File: src/rtl/shtlp_ram.sv
`default_nettype none
module shtlp_ram #(
   parameter int WIDTH = 8,
   parameter int DEPTH = 16
) (
   input  wire logic                     clock,
   input  wire logic                     wr_en,
   input  wire logic [$clog2(DEPTH)-1:0] wr_addr,
   input  wire logic [WIDTH-1:0]         wr_data,
   input  wire logic [$clog2(DEPTH)-1:0] rd_addr,
   output logic      [WIDTH-1:0]         rd_data
);

   logic [WIDTH-1:0] mem [DEPTH];

   always_ff @(posedge clock) begin
      if (wr_en) begin
         mem[wr_addr] <= wr_data;
      end
      rd_data <= mem[rd_addr];
   end

endmodule
`default_nettype wire

File: config.mk
export PLATFORM = sky130hd
export DESIGN_NAME = shtlp_ram
export DESIGN_NICKNAME = d
export VERILOG_FILES = /design/src/rtl/shtlp_ram.sv
export SDC_FILE = /design/constraint.sdc
export NUM_CORES = 1
export LEC_CHECK = 0
export BUFFER_PORTS_ARGS = -buffer_cell sky130_fd_sc_hd__buf_2
export CAP_MARGIN = 20
export CORE_ASPECT_RATIO = 0.8
export CORE_MARGIN = 5
export CORE_UTILIZATION = 55
export CTS_CLUSTER_DIAMETER = 50
export DETAILED_ROUTE_END_ITERATION = 16
export PLACE_DENSITY = 0.7
export SLEW_MARGIN = 5
export SYNTH_ARGS = -nofsm -noshare
export SYNTH_HDL_FRONTEND = slang
export SYNTH_SLANG_ARGS = --single-unit
File: constraint.sdc
create_clock -name clock -period 2.4 [get_ports clock]
set_clock_uncertainty 0.15 [all_clocks]
set_input_delay 0.12 -clock clock [delete_from_list [all_inputs] [get_ports clock]]
set_output_delay 0.12 -clock clock [all_outputs]
set_load 0.01 [all_outputs]
==> run metrics <==
outcome=finished, final reports clean; First DRT Iteration DRCs=158; Final Hold Fails=0; Fmax achieved=635 MHz; sequential fraction of the synthesis area=0.778; CP Cell Sequence=mux4_1 -> a22oi_1 -> nand2_1; Post-synth EDFFs=128; HP Class=in -> reg; vias in the first global route=2496; IO buf count=25; Synth Register Bits=136; die width=118 µm; largest net degree at the start of global routing=33; gr usage total=0.179; leakage=2.09 nW; CTS-repair resized insts=0; hold worst-path end=mem[4][0]; Routed WL=9220 µm; most common library cells after synthesis=edfxtp_1, mux4_2, a22oi_1; VDD IR max=0.691 mV; area grow syn2layout=18.3%; Synth Warn #=0; Post-CTS Hold Buffers=8; RSZ-0062 raised after global routing=false; Die H=96.5 µm; Area after DPL=0.00548 mm²; Non-Filler Instances=416; wire per inst=22.2 µm; Comb power frac=0.049; grt total ovfl=0; CTS Sinks=136; crit-path max FO=1; Async SR Flop Fraction=0; Clk pwr share=0.437; clock tree buffer depth=2; clock slew seen by the registers of the worst setup and hold paths=60 ps; CTS buffer count=17; CP Launch Type=flip-flop; CTS tree=yes; Worst Path Buf+Inv=0; Synth top area share=0.747; ANT nets after route=0; Via density=5.84; Setup Fix Bufs, Post-CTS=0; dpl ws=606 ps; Tmin final=1570 ps; Clock Root Buffer=clkbuf_16; placed cell count=376; cell internal pwr=4.19 mW; sequential share of power=0.514; final-report max-slew violation count=0; Worst Hold Depth=3; die area=0.0114 mm²; # setup viols final=0; Initial Utilization=0.565; Net Sw Frac=0.193; Ant. Diodes=0; first-pass GRT wire length=14600 µm; Core Area=0.00911 mm²; reg-to-reg startpoint=mem[1][1]; CP delay by family, top=multiplexers; Avg Cell Area, Syn=22.5 µm²; DR DRC count=0; HP Start=wr_addr[1]; Psw=1.00 mW; max-cap violations=0; Critical Path RT=2540 ps; # IOs=26; post-synth cell types=19; Synth area leader=edfxtp_1; Worst Setup Path Type=reg -> reg; DR vias=2429; Final Total Pwr=5.20 mW; share of cells above drive strength 1=0.282; Crit. End Element=flip-flop; top cells by area, synth=edfxtp_1, mux4_2, mux4_1; Rows=31; clk_lat worst skew=410 ps; worst reg2reg endpoint=rd_data[1]; placer congestion estimate=0.733; r2r setup slk=830 ps; power per cell area=854 mW/mm²; CP arrival=1710 ps; slack of the critical path=826 ps; Nets=306; R2R depth=3; Final Cycle Share=0.656; Critical-path top delay cell=mux4_1; Synth Cell Area=0.00515 mm²; H-tree depth=4; Post-DP HPWL=5690 µm; TritonRoute pass-1 iters=6; max incr delay on CP=520 ps; antenna violations before repair=0; Synth Instances=229; synthesized net count=247; Setup TNS=0 ps; post-layout instance area=0.00609 mm²; Primary FF master, synth=edfxtp_1; most frequent cell after synthesis=edfxtp_1; worst slew pin tran=740 ps; Max-Slew Margin vs Limit=0.505
layer usage:
layer,track usage,vias up,share of wire
met1,0.256,1235,0.45
met4,0.0716,0,0.014
met2,0.262,91,0.46
li1,-,1090,-
met5,0,-,0
met3,0.0512,13,0.071
per-stage QoR:
stage,utilization,hold WS (ps)
after floorplan,-,68.9
after global placement,0.602,356
after detailed placement,0.602,370
after CTS,0.668,104
after global routing,0.668,132
final,0.668,126
cells in the final DEF (no fill, tap or decap):
cell,synthesis,layout
a22oi_1,16,16
and2_1,1,1
and2b_1,1,1
buf_12,0,2
buf_2,3,25
buf_4,1,15
clkbuf_1,0,7
clkbuf_16,0,17
clkbuf_8,0,4
clkinv_1,0,1
clkinv_2,0,3
dfxtp_1,8,8
dlygate4sd3_1,0,8
edfxtp_1,128,128
mux4_1,14,14
mux4_2,18,18
nand2_1,9,9
nand2b_1,2,2
nand3_1,1,1
nand3b_1,2,2
nor2_1,13,13
nor2b_1,1,1
nor3_1,4,4
or3b_2,1,1
power by group through the flow:
stage | Clock [mW] | Combinational, mW | Sequential [mW]
final | 2.27 | 0.257 | 2.67
after global routing | 2.43 | 0.281 | 2.67
after CTS | 2.31 | 0.261 | 2.67
after detailed placement | 0 | 0.250 | 2.72
after global placement | 0 | 0.243 | 2.72
after floorplan | 0 | 0.135 | 2.72
registers in the layout, indices dropped and copies added (netlist names):
register and cells:
mem 128, rd_data 8
worst min-delay path: stages:
cell and delay (ps):
buf_2 140, nor3_1 90, buf_4 160
cell type report:
cell class              instances  area (µm²)
multi-input cells              83        1060
fillers                       583        3030
flip-flops and latches        136        4000
clock inverters                 4        18.8
well taps                     115         144
clock buffers                  28         507
repair buffers                 50         358
cells by family after synthesis:
group                  Yosys count  synth area share
flip-flops                     136             0.778
buffers and inverters           10            0.0168
multiplexers                    32             0.150
AO/OA/AOI/OAI                   16            0.0233
AND/OR/NAND/NOR                 35            0.0318
how the worst max path moves through the flow:
stage,slack [ps],endpoint,startpoint,cells past startpoint
2_1_floorplan,640,mem[0][0],wr_addr[2],2
3_3_place_gp,640,rd_data[1],rd_addr[0],5
3_5_place_dp,610,rd_data[1],rd_addr[0],5
4_1_cts,830,rd_data[1],mem[1][1],3
5_1_grt,790,rd_data[2],mem[5][2],3
6_report,830,rd_data[1],mem[1][1],3
No activity file was read; power rests on OpenSTA's default activity.
