`src/rtl/shtlp_pkg.sv`:
```
`default_nettype none
package shtlp_pkg;

   localparam int TABLE_SIZE_DEFAULT = 1024;

   localparam int SYMBOL_CHARS = 6;
   localparam int CHAR_W       = 8;
   localparam int SYM_W        = SYMBOL_CHARS * CHAR_W;
   localparam int ADDR_W       = 16;
   localparam int HASH_W       = 64;

   typedef enum logic {
      FUNC_INSERT = 1'b0,
      FUNC_SEARCH = 1'b1
   } func_type;

   typedef enum logic [1:0] {
      STATUS_DONE = 2'd0,
      STATUS_MISS = 2'd1,
      STATUS_FULL = 2'd2
   } status_type;

   typedef struct packed {
      func_type          func;
      logic [SYM_W-1:0]  symbol_text;
      logic [ADDR_W-1:0] entry_address;
   } req_type;

   typedef struct packed {
      logic              found;
      logic [ADDR_W-1:0] found_address;
      status_type        status;
   } rsp_type;

   // one table slot as stored in the RAM
   typedef struct packed {
      logic              used;
      logic [SYM_W-1:0]  symbol;
      logic [ADDR_W-1:0] address;
   } entry_type;

   // drop everything from the first zero character on
   function automatic logic [SYM_W-1:0] canonical_sym(input logic [SYM_W-1:0] sym);
      logic [SYM_W-1:0]  res;
      logic              alive;
      logic [CHAR_W-1:0] c;
      res   = '0;
      alive = 1'b1;
      for (int i = 0; i < SYMBOL_CHARS; i++) begin
         c = sym[SYM_W-1-i*CHAR_W -: CHAR_W];
         if (c == '0) begin
            alive = 1'b0;
         end
         if (alive) begin
            res[SYM_W-1-i*CHAR_W -: CHAR_W] = c;
         end
      end
      return res;
   endfunction

endpackage
`default_nettype wire

```
`src/rtl/shtlp_hash.sv`:
```
`default_nettype none
module shtlp_hash
   import shtlp_pkg::*;
#(
   parameter int TABLE_SIZE = TABLE_SIZE_DEFAULT
) (
   input  wire logic                          clock,
   input  wire logic                          reset,
   input  wire logic                          start,
   input  wire logic [SYM_W-1:0]              sym_text,
   output logic                               done,
   output logic [$clog2(TABLE_SIZE)-1:0]      home
);

   localparam int  IDX_W     = $clog2(TABLE_SIZE);
   localparam int  REM_W     = IDX_W + 1;
   localparam int  CCNT_W    = $clog2(SYMBOL_CHARS + 1);
   localparam int  DIGIT_W   = 4;
   localparam int  MOD_STEPS = HASH_W / DIGIT_W;
   localparam int  MCNT_W    = $clog2(MOD_STEPS);
   localparam bit  POW2      = (TABLE_SIZE & (TABLE_SIZE - 1)) == 0;
   localparam logic [REM_W-1:0] TSIZE = REM_W'(TABLE_SIZE);

   typedef enum logic [1:0] {
      H_IDLE,
      H_CHAR,
      H_MOD
   } hstate_type;

   hstate_type         state_ff;
   logic [SYM_W-1:0]   sym_ff;
   logic [HASH_W-1:0]  h_ff;
   logic [CCNT_W-1:0]  ccnt_ff;
   logic [MCNT_W-1:0]  mcnt_ff;
   logic [IDX_W-1:0]   rem_ff;
   logic [IDX_W-1:0]   rem_in;
   logic [REM_W-1:0]   rem_work;
   logic [CHAR_W-1:0]  cur_char;
   logic [HASH_W-1:0]  h_step;
   logic               char_end;
   logic               done_in;
   logic               done_ff;
   logic [IDX_W-1:0]   home_ff;

   assign cur_char = sym_ff[SYM_W-1 -: CHAR_W];
   // h * 65599 + c
   assign h_step   = HASH_W'(cur_char) + (h_ff << 6) + (h_ff << 16) - h_ff;

   assign char_end = (cur_char == '0) || (ccnt_ff == CCNT_W'(SYMBOL_CHARS));
   // home is ready straight after the last character, or after the last digit
   assign done_in  = (state_ff == H_CHAR && POW2 && char_end) ||
                     (state_ff == H_MOD && mcnt_ff == MCNT_W'(MOD_STEPS - 1));

   // restoring reduction, one hex digit of the hash per cycle
   always_comb begin
      rem_work = REM_W'(rem_ff);
      for (int k = 0; k < DIGIT_W; k++) begin
         rem_work = {rem_work[IDX_W-1:0], h_ff[HASH_W-1-k]};
         if (rem_work >= TSIZE) begin
            rem_work = rem_work - TSIZE;
         end
      end
      rem_in = rem_work[IDX_W-1:0];
   end

   always_ff @(posedge clock) begin
      if (reset) begin
         state_ff <= H_IDLE;
         done_ff  <= 1'b0;
      end else begin
         done_ff <= done_in;
         case (state_ff)
            H_IDLE: begin
               if (start) begin
                  sym_ff   <= sym_text;
                  h_ff     <= '0;
                  ccnt_ff  <= '0;
                  state_ff <= H_CHAR;
               end
            end
            H_CHAR: begin
               if (char_end) begin
                  if (POW2) begin
                     home_ff  <= h_ff[IDX_W-1:0];
                     state_ff <= H_IDLE;
                  end else begin
                     rem_ff   <= '0;
                     mcnt_ff  <= '0;
                     state_ff <= H_MOD;
                  end
               end else begin
                  h_ff    <= h_step;
                  sym_ff  <= sym_ff << CHAR_W;
                  ccnt_ff <= ccnt_ff + 1'b1;
               end
            end
            H_MOD: begin
               h_ff    <= h_ff << DIGIT_W;
               rem_ff  <= rem_in;
               mcnt_ff <= mcnt_ff + 1'b1;
               if (mcnt_ff == MCNT_W'(MOD_STEPS - 1)) begin
                  home_ff  <= rem_in;
                  state_ff <= H_IDLE;
               end
            end
            default: begin
               state_ff <= H_IDLE;
            end
         endcase
      end
   end

   assign done = done_ff;
   assign home = home_ff;

endmodule
`default_nettype wire
```
`config.mk`:
```
export PLATFORM = sky130hd
export DESIGN_NAME = shtlp_hash
export DESIGN_NICKNAME = d
export VERILOG_FILES = /design/src/rtl/shtlp_pkg.sv /design/src/rtl/shtlp_hash.sv
export SDC_FILE = /design/constraint.sdc
export NUM_CORES = 1
export LEC_CHECK = 0
export ABC_AREA = 1
export BUFFER_PORTS_ARGS = -buffer_cell sky130_fd_sc_hd__buf_4
export CORE_MARGIN = 8
export CORE_UTILIZATION = 52
export CTS_BUF_LIST = sky130_fd_sc_hd__clkbuf_4 sky130_fd_sc_hd__clkbuf_8
export DETAILED_ROUTE_END_ITERATION = 8
export HOLD_SLACK_MARGIN = 0.15
export PLACE_DENSITY = 0.74
export SYNTH_ARGS = -nofsm -noshare
export SYNTH_HDL_FRONTEND = slang
export SYNTH_SLANG_ARGS = --single-unit
export TNS_END_PERCENT = 30
```
`constraint.sdc`:
```
create_clock -name clock -period 7.8 [get_ports clock]
set_input_delay 1.17 -clock clock [delete_from_list [all_inputs] [get_ports clock]]
set_output_delay 1.17 -clock clock [all_outputs]
set_load 0.005 [all_outputs]
```
==> flow_summary.toml <==
[clocking]
h-tree-depth = 3
clock_latency_ns = 0.34
cts_buffers = 9
clock-sinks = 73
root_buffer = "clkbuf_8"
ctsHoldBuffers = 0
cts_tree = "built"
postCtsSetupRepairBufs = 0
cts-resized-gates = 0
cts.clk_slew.worst_paths_ns = 0.07
cts_buffer_depth = 2

[drt]
viasPerCell = 4.83
drt_iter0_markers = 124
vias = 2417
totalWireLength_microns = 6060
drc = 0
ant_nets = 0
post_drt_wl_per_cell_microns = 12.1
firstDrtPassIters = 4

[global_routing]
grt_start_max_net_pins = 63
grt_pass1_vias = 2397
grt_pass1_wl_microns = 10200
antenna_found_initial = 0
grt_usage = 0.133
grt_overflow = 0

[synth]
synth_cells = 352
synthMuxAreaShare = 0
synth.distinct_cells = 21
synthesis.nets = 423
synth-simple-area-share = 0.210
synth_area_sq_um = 3500
synth_compound_area_frac = 0.0232
avgSynthCellArea_sq_um = 9.95
synth_fa_ha_area_frac = 0.0779
yosys_warnings = 0
synth_top_family_by_area = "simple AND/OR/NAND/NOR gates"
seq_area_frac_synth = 0.620
yosys.area_share.xor_xnor = 0.00250
ys_ff_latch = 73

[timing]
slew_headroom = 0.462
worst_pin_slew_ns = 0.805
skew_ns = 0.00634
fin_crit_ns = 2.29
rsz0062_at_grt = "false"
slew_violations = 0
fmax_mhz = 436
final_hold_viol_count = 0
setup_tns_ns = 0
finalCritPeriodShare = 0.294
setup_violations = 0

[final_layout]
final_nets = 486
antenna_cells = 0
stdcell_area_sq_um = 4200
layout-drive-gt1-share = 0.200
fillers = 543
syn_to_final_growth_pct = 20.0

[floorplan]
die_area_sq_um = 9620
dieWidth_microns = 98.1
core_area_sq_um = 6640
start_util = 0.527
die_height_microns = 98.1
fp-row-count = 30
pin_count = 62

[pwr]
cellLeakagePower_nw = 1.98
powerDensity_nw_per_um2 = 216
ir_worst_vdd_mv = 0.117

[worst_setup_path]
required_ns = 7.77
path_class = "in -> reg"
worstSetupEndpointType = "flop"
reg2reg_depth = 4
path_max_fanout = 61
cp.arrival_ns = 2.26
cp-start-kind = "input port"

[status]
status = "complete, no violations"

[run]
drv_cap = 0

[place]
dp_hpwl_microns = 4160
postPlaceCellArea_sq_um = 4020
routabilityCongestion = 0.833
numPortBuffers = 61

[hold_path]
min_path_cells = 0
hold_class = "reg -> reg"
routing by layer:
layer / vias up / part of all wire / track usage / wire length, microns
met5: - / 0 / 0 / 0
met4: 0 / 0.027 / 0.0827 / 161
met3: 13 / 0.067 / 0.0498 / 409
met2: 62 / 0.47 / 0.216 / 2830
met1: 1096 / 0.44 / 0.145 / 2660
li1: 1246 / - / - / -
flip-flops by register name, indices dropped and copies added (netlist names):
| name | count |
|---|---|
| ccnt_ff | 3 |
| done | 1 |
| state_ff | 1 |
| sym_ff | 48 |
| home | 10 |
| h_ff | 10 |
where the power goes:
| group | total [mW] | switching [mW] | internal, mW |
|---|---|---|---|
| Clock | 0.281 | 0.137 | 0.144 |
| Sequential | 0.477 | 0.00967 | 0.467 |
| Combinational | 0.152 | 0.0897 | 0.0624 |
cell usage in the layout (no fill, tap or decap):
master and count:
nand2_1 149, edfxtp_1 71, buf_4 63, inv_1 42
nor2_1 26, ha_1 17, a21oi_1 10, clkbuf_8 9
nand3_1 8, nand2_2 4, fa_1 3, clkinv_1 3
clkinvlp_4 2, inv_2 1, o21ai_2 1, o21bai_1 1
a21oi_4 1, nand3b_1 1, and2_1 1, o21ai_1 1
o21ai_0 1, xnor2_1 1, clkinv_2 1, bufinv_16 1
dfxtp_1 1, dfxtp_2 1
synth_stat cells:
master    number  area share
nor2_1        26       0.028
xnor2_1        1      0.0025
o21bai_1       1      0.0021
o21ai_1        1      0.0014
and2_1         1      0.0018
o21ai_2        1      0.0025
ha_1          17       0.061
dfxtp_1        2       0.011
buf_2          6      0.0086
a21oi_1       11       0.016
nand3b_1       1      0.0021
nand2_1      149        0.16
edfxtp_1      71        0.61
inv_1         42       0.045
o21ai_0        1      0.0014
fa_1           3       0.017
buf_6          1      0.0032
inv_2          1      0.0011
nand3_1        8       0.011
buf_4          4      0.0086
nand2_2        4      0.0071
final cells by class:
class	count	area, sq um	share of cell area
Sequential cell	73	2170	0.517
Multi-Input combinational cell	225	1110	0.264
Timing Repair Buffer	63	473	0.113
Inverter	43	161	0.0384
Clock buffer	9	124	0.0295
Tap cell	80	100	0.0238
Clock inverter	7	61.3	0.0146
logic make-up after synthesis:
group           after synthesis
simple gates                189
flops                        73
buf+inv                      54
fa+ha+maj                    20
compound gates               15
xor+xnor                      1
stage by stage:
step | total power, mW | std cells | worst slack (ns) | util | hold WS (ns)
finish | 0.910 | 500 | 5.51 | 0.633 | 0.457
global route | 0.959 | 500 | 5.37 | 0.633 | 0.464
CTS | 0.918 | 500 | 5.50 | 0.633 | 0.461
detailed placement | 0.639 | 484 | 5.13 | 0.605 | 0.444
global placement | 0.633 | 484 | 5.15 | 0.605 | 0.432
floorplan | 0.595 | 352 | 2.99 | - | 0.426
worst max-delay path: stages:
cell      delay (ns)
buf_4           0.12
o21bai_1        0.19
a21oi_4         0.14
buf_4           0.61
final timing paths:
path	start	to	slack, ns
worst max-delay path	reset	sym_ff[30]	5.51
worst min-delay path	h_ff[1]	home[1]	0.46
worst max register to register	state_ff[0]	sym_ff[30]	5.59
worst min register to register	h_ff[1]	home[1]	0.46
No activity file was read; power rests on OpenSTA's default activity.
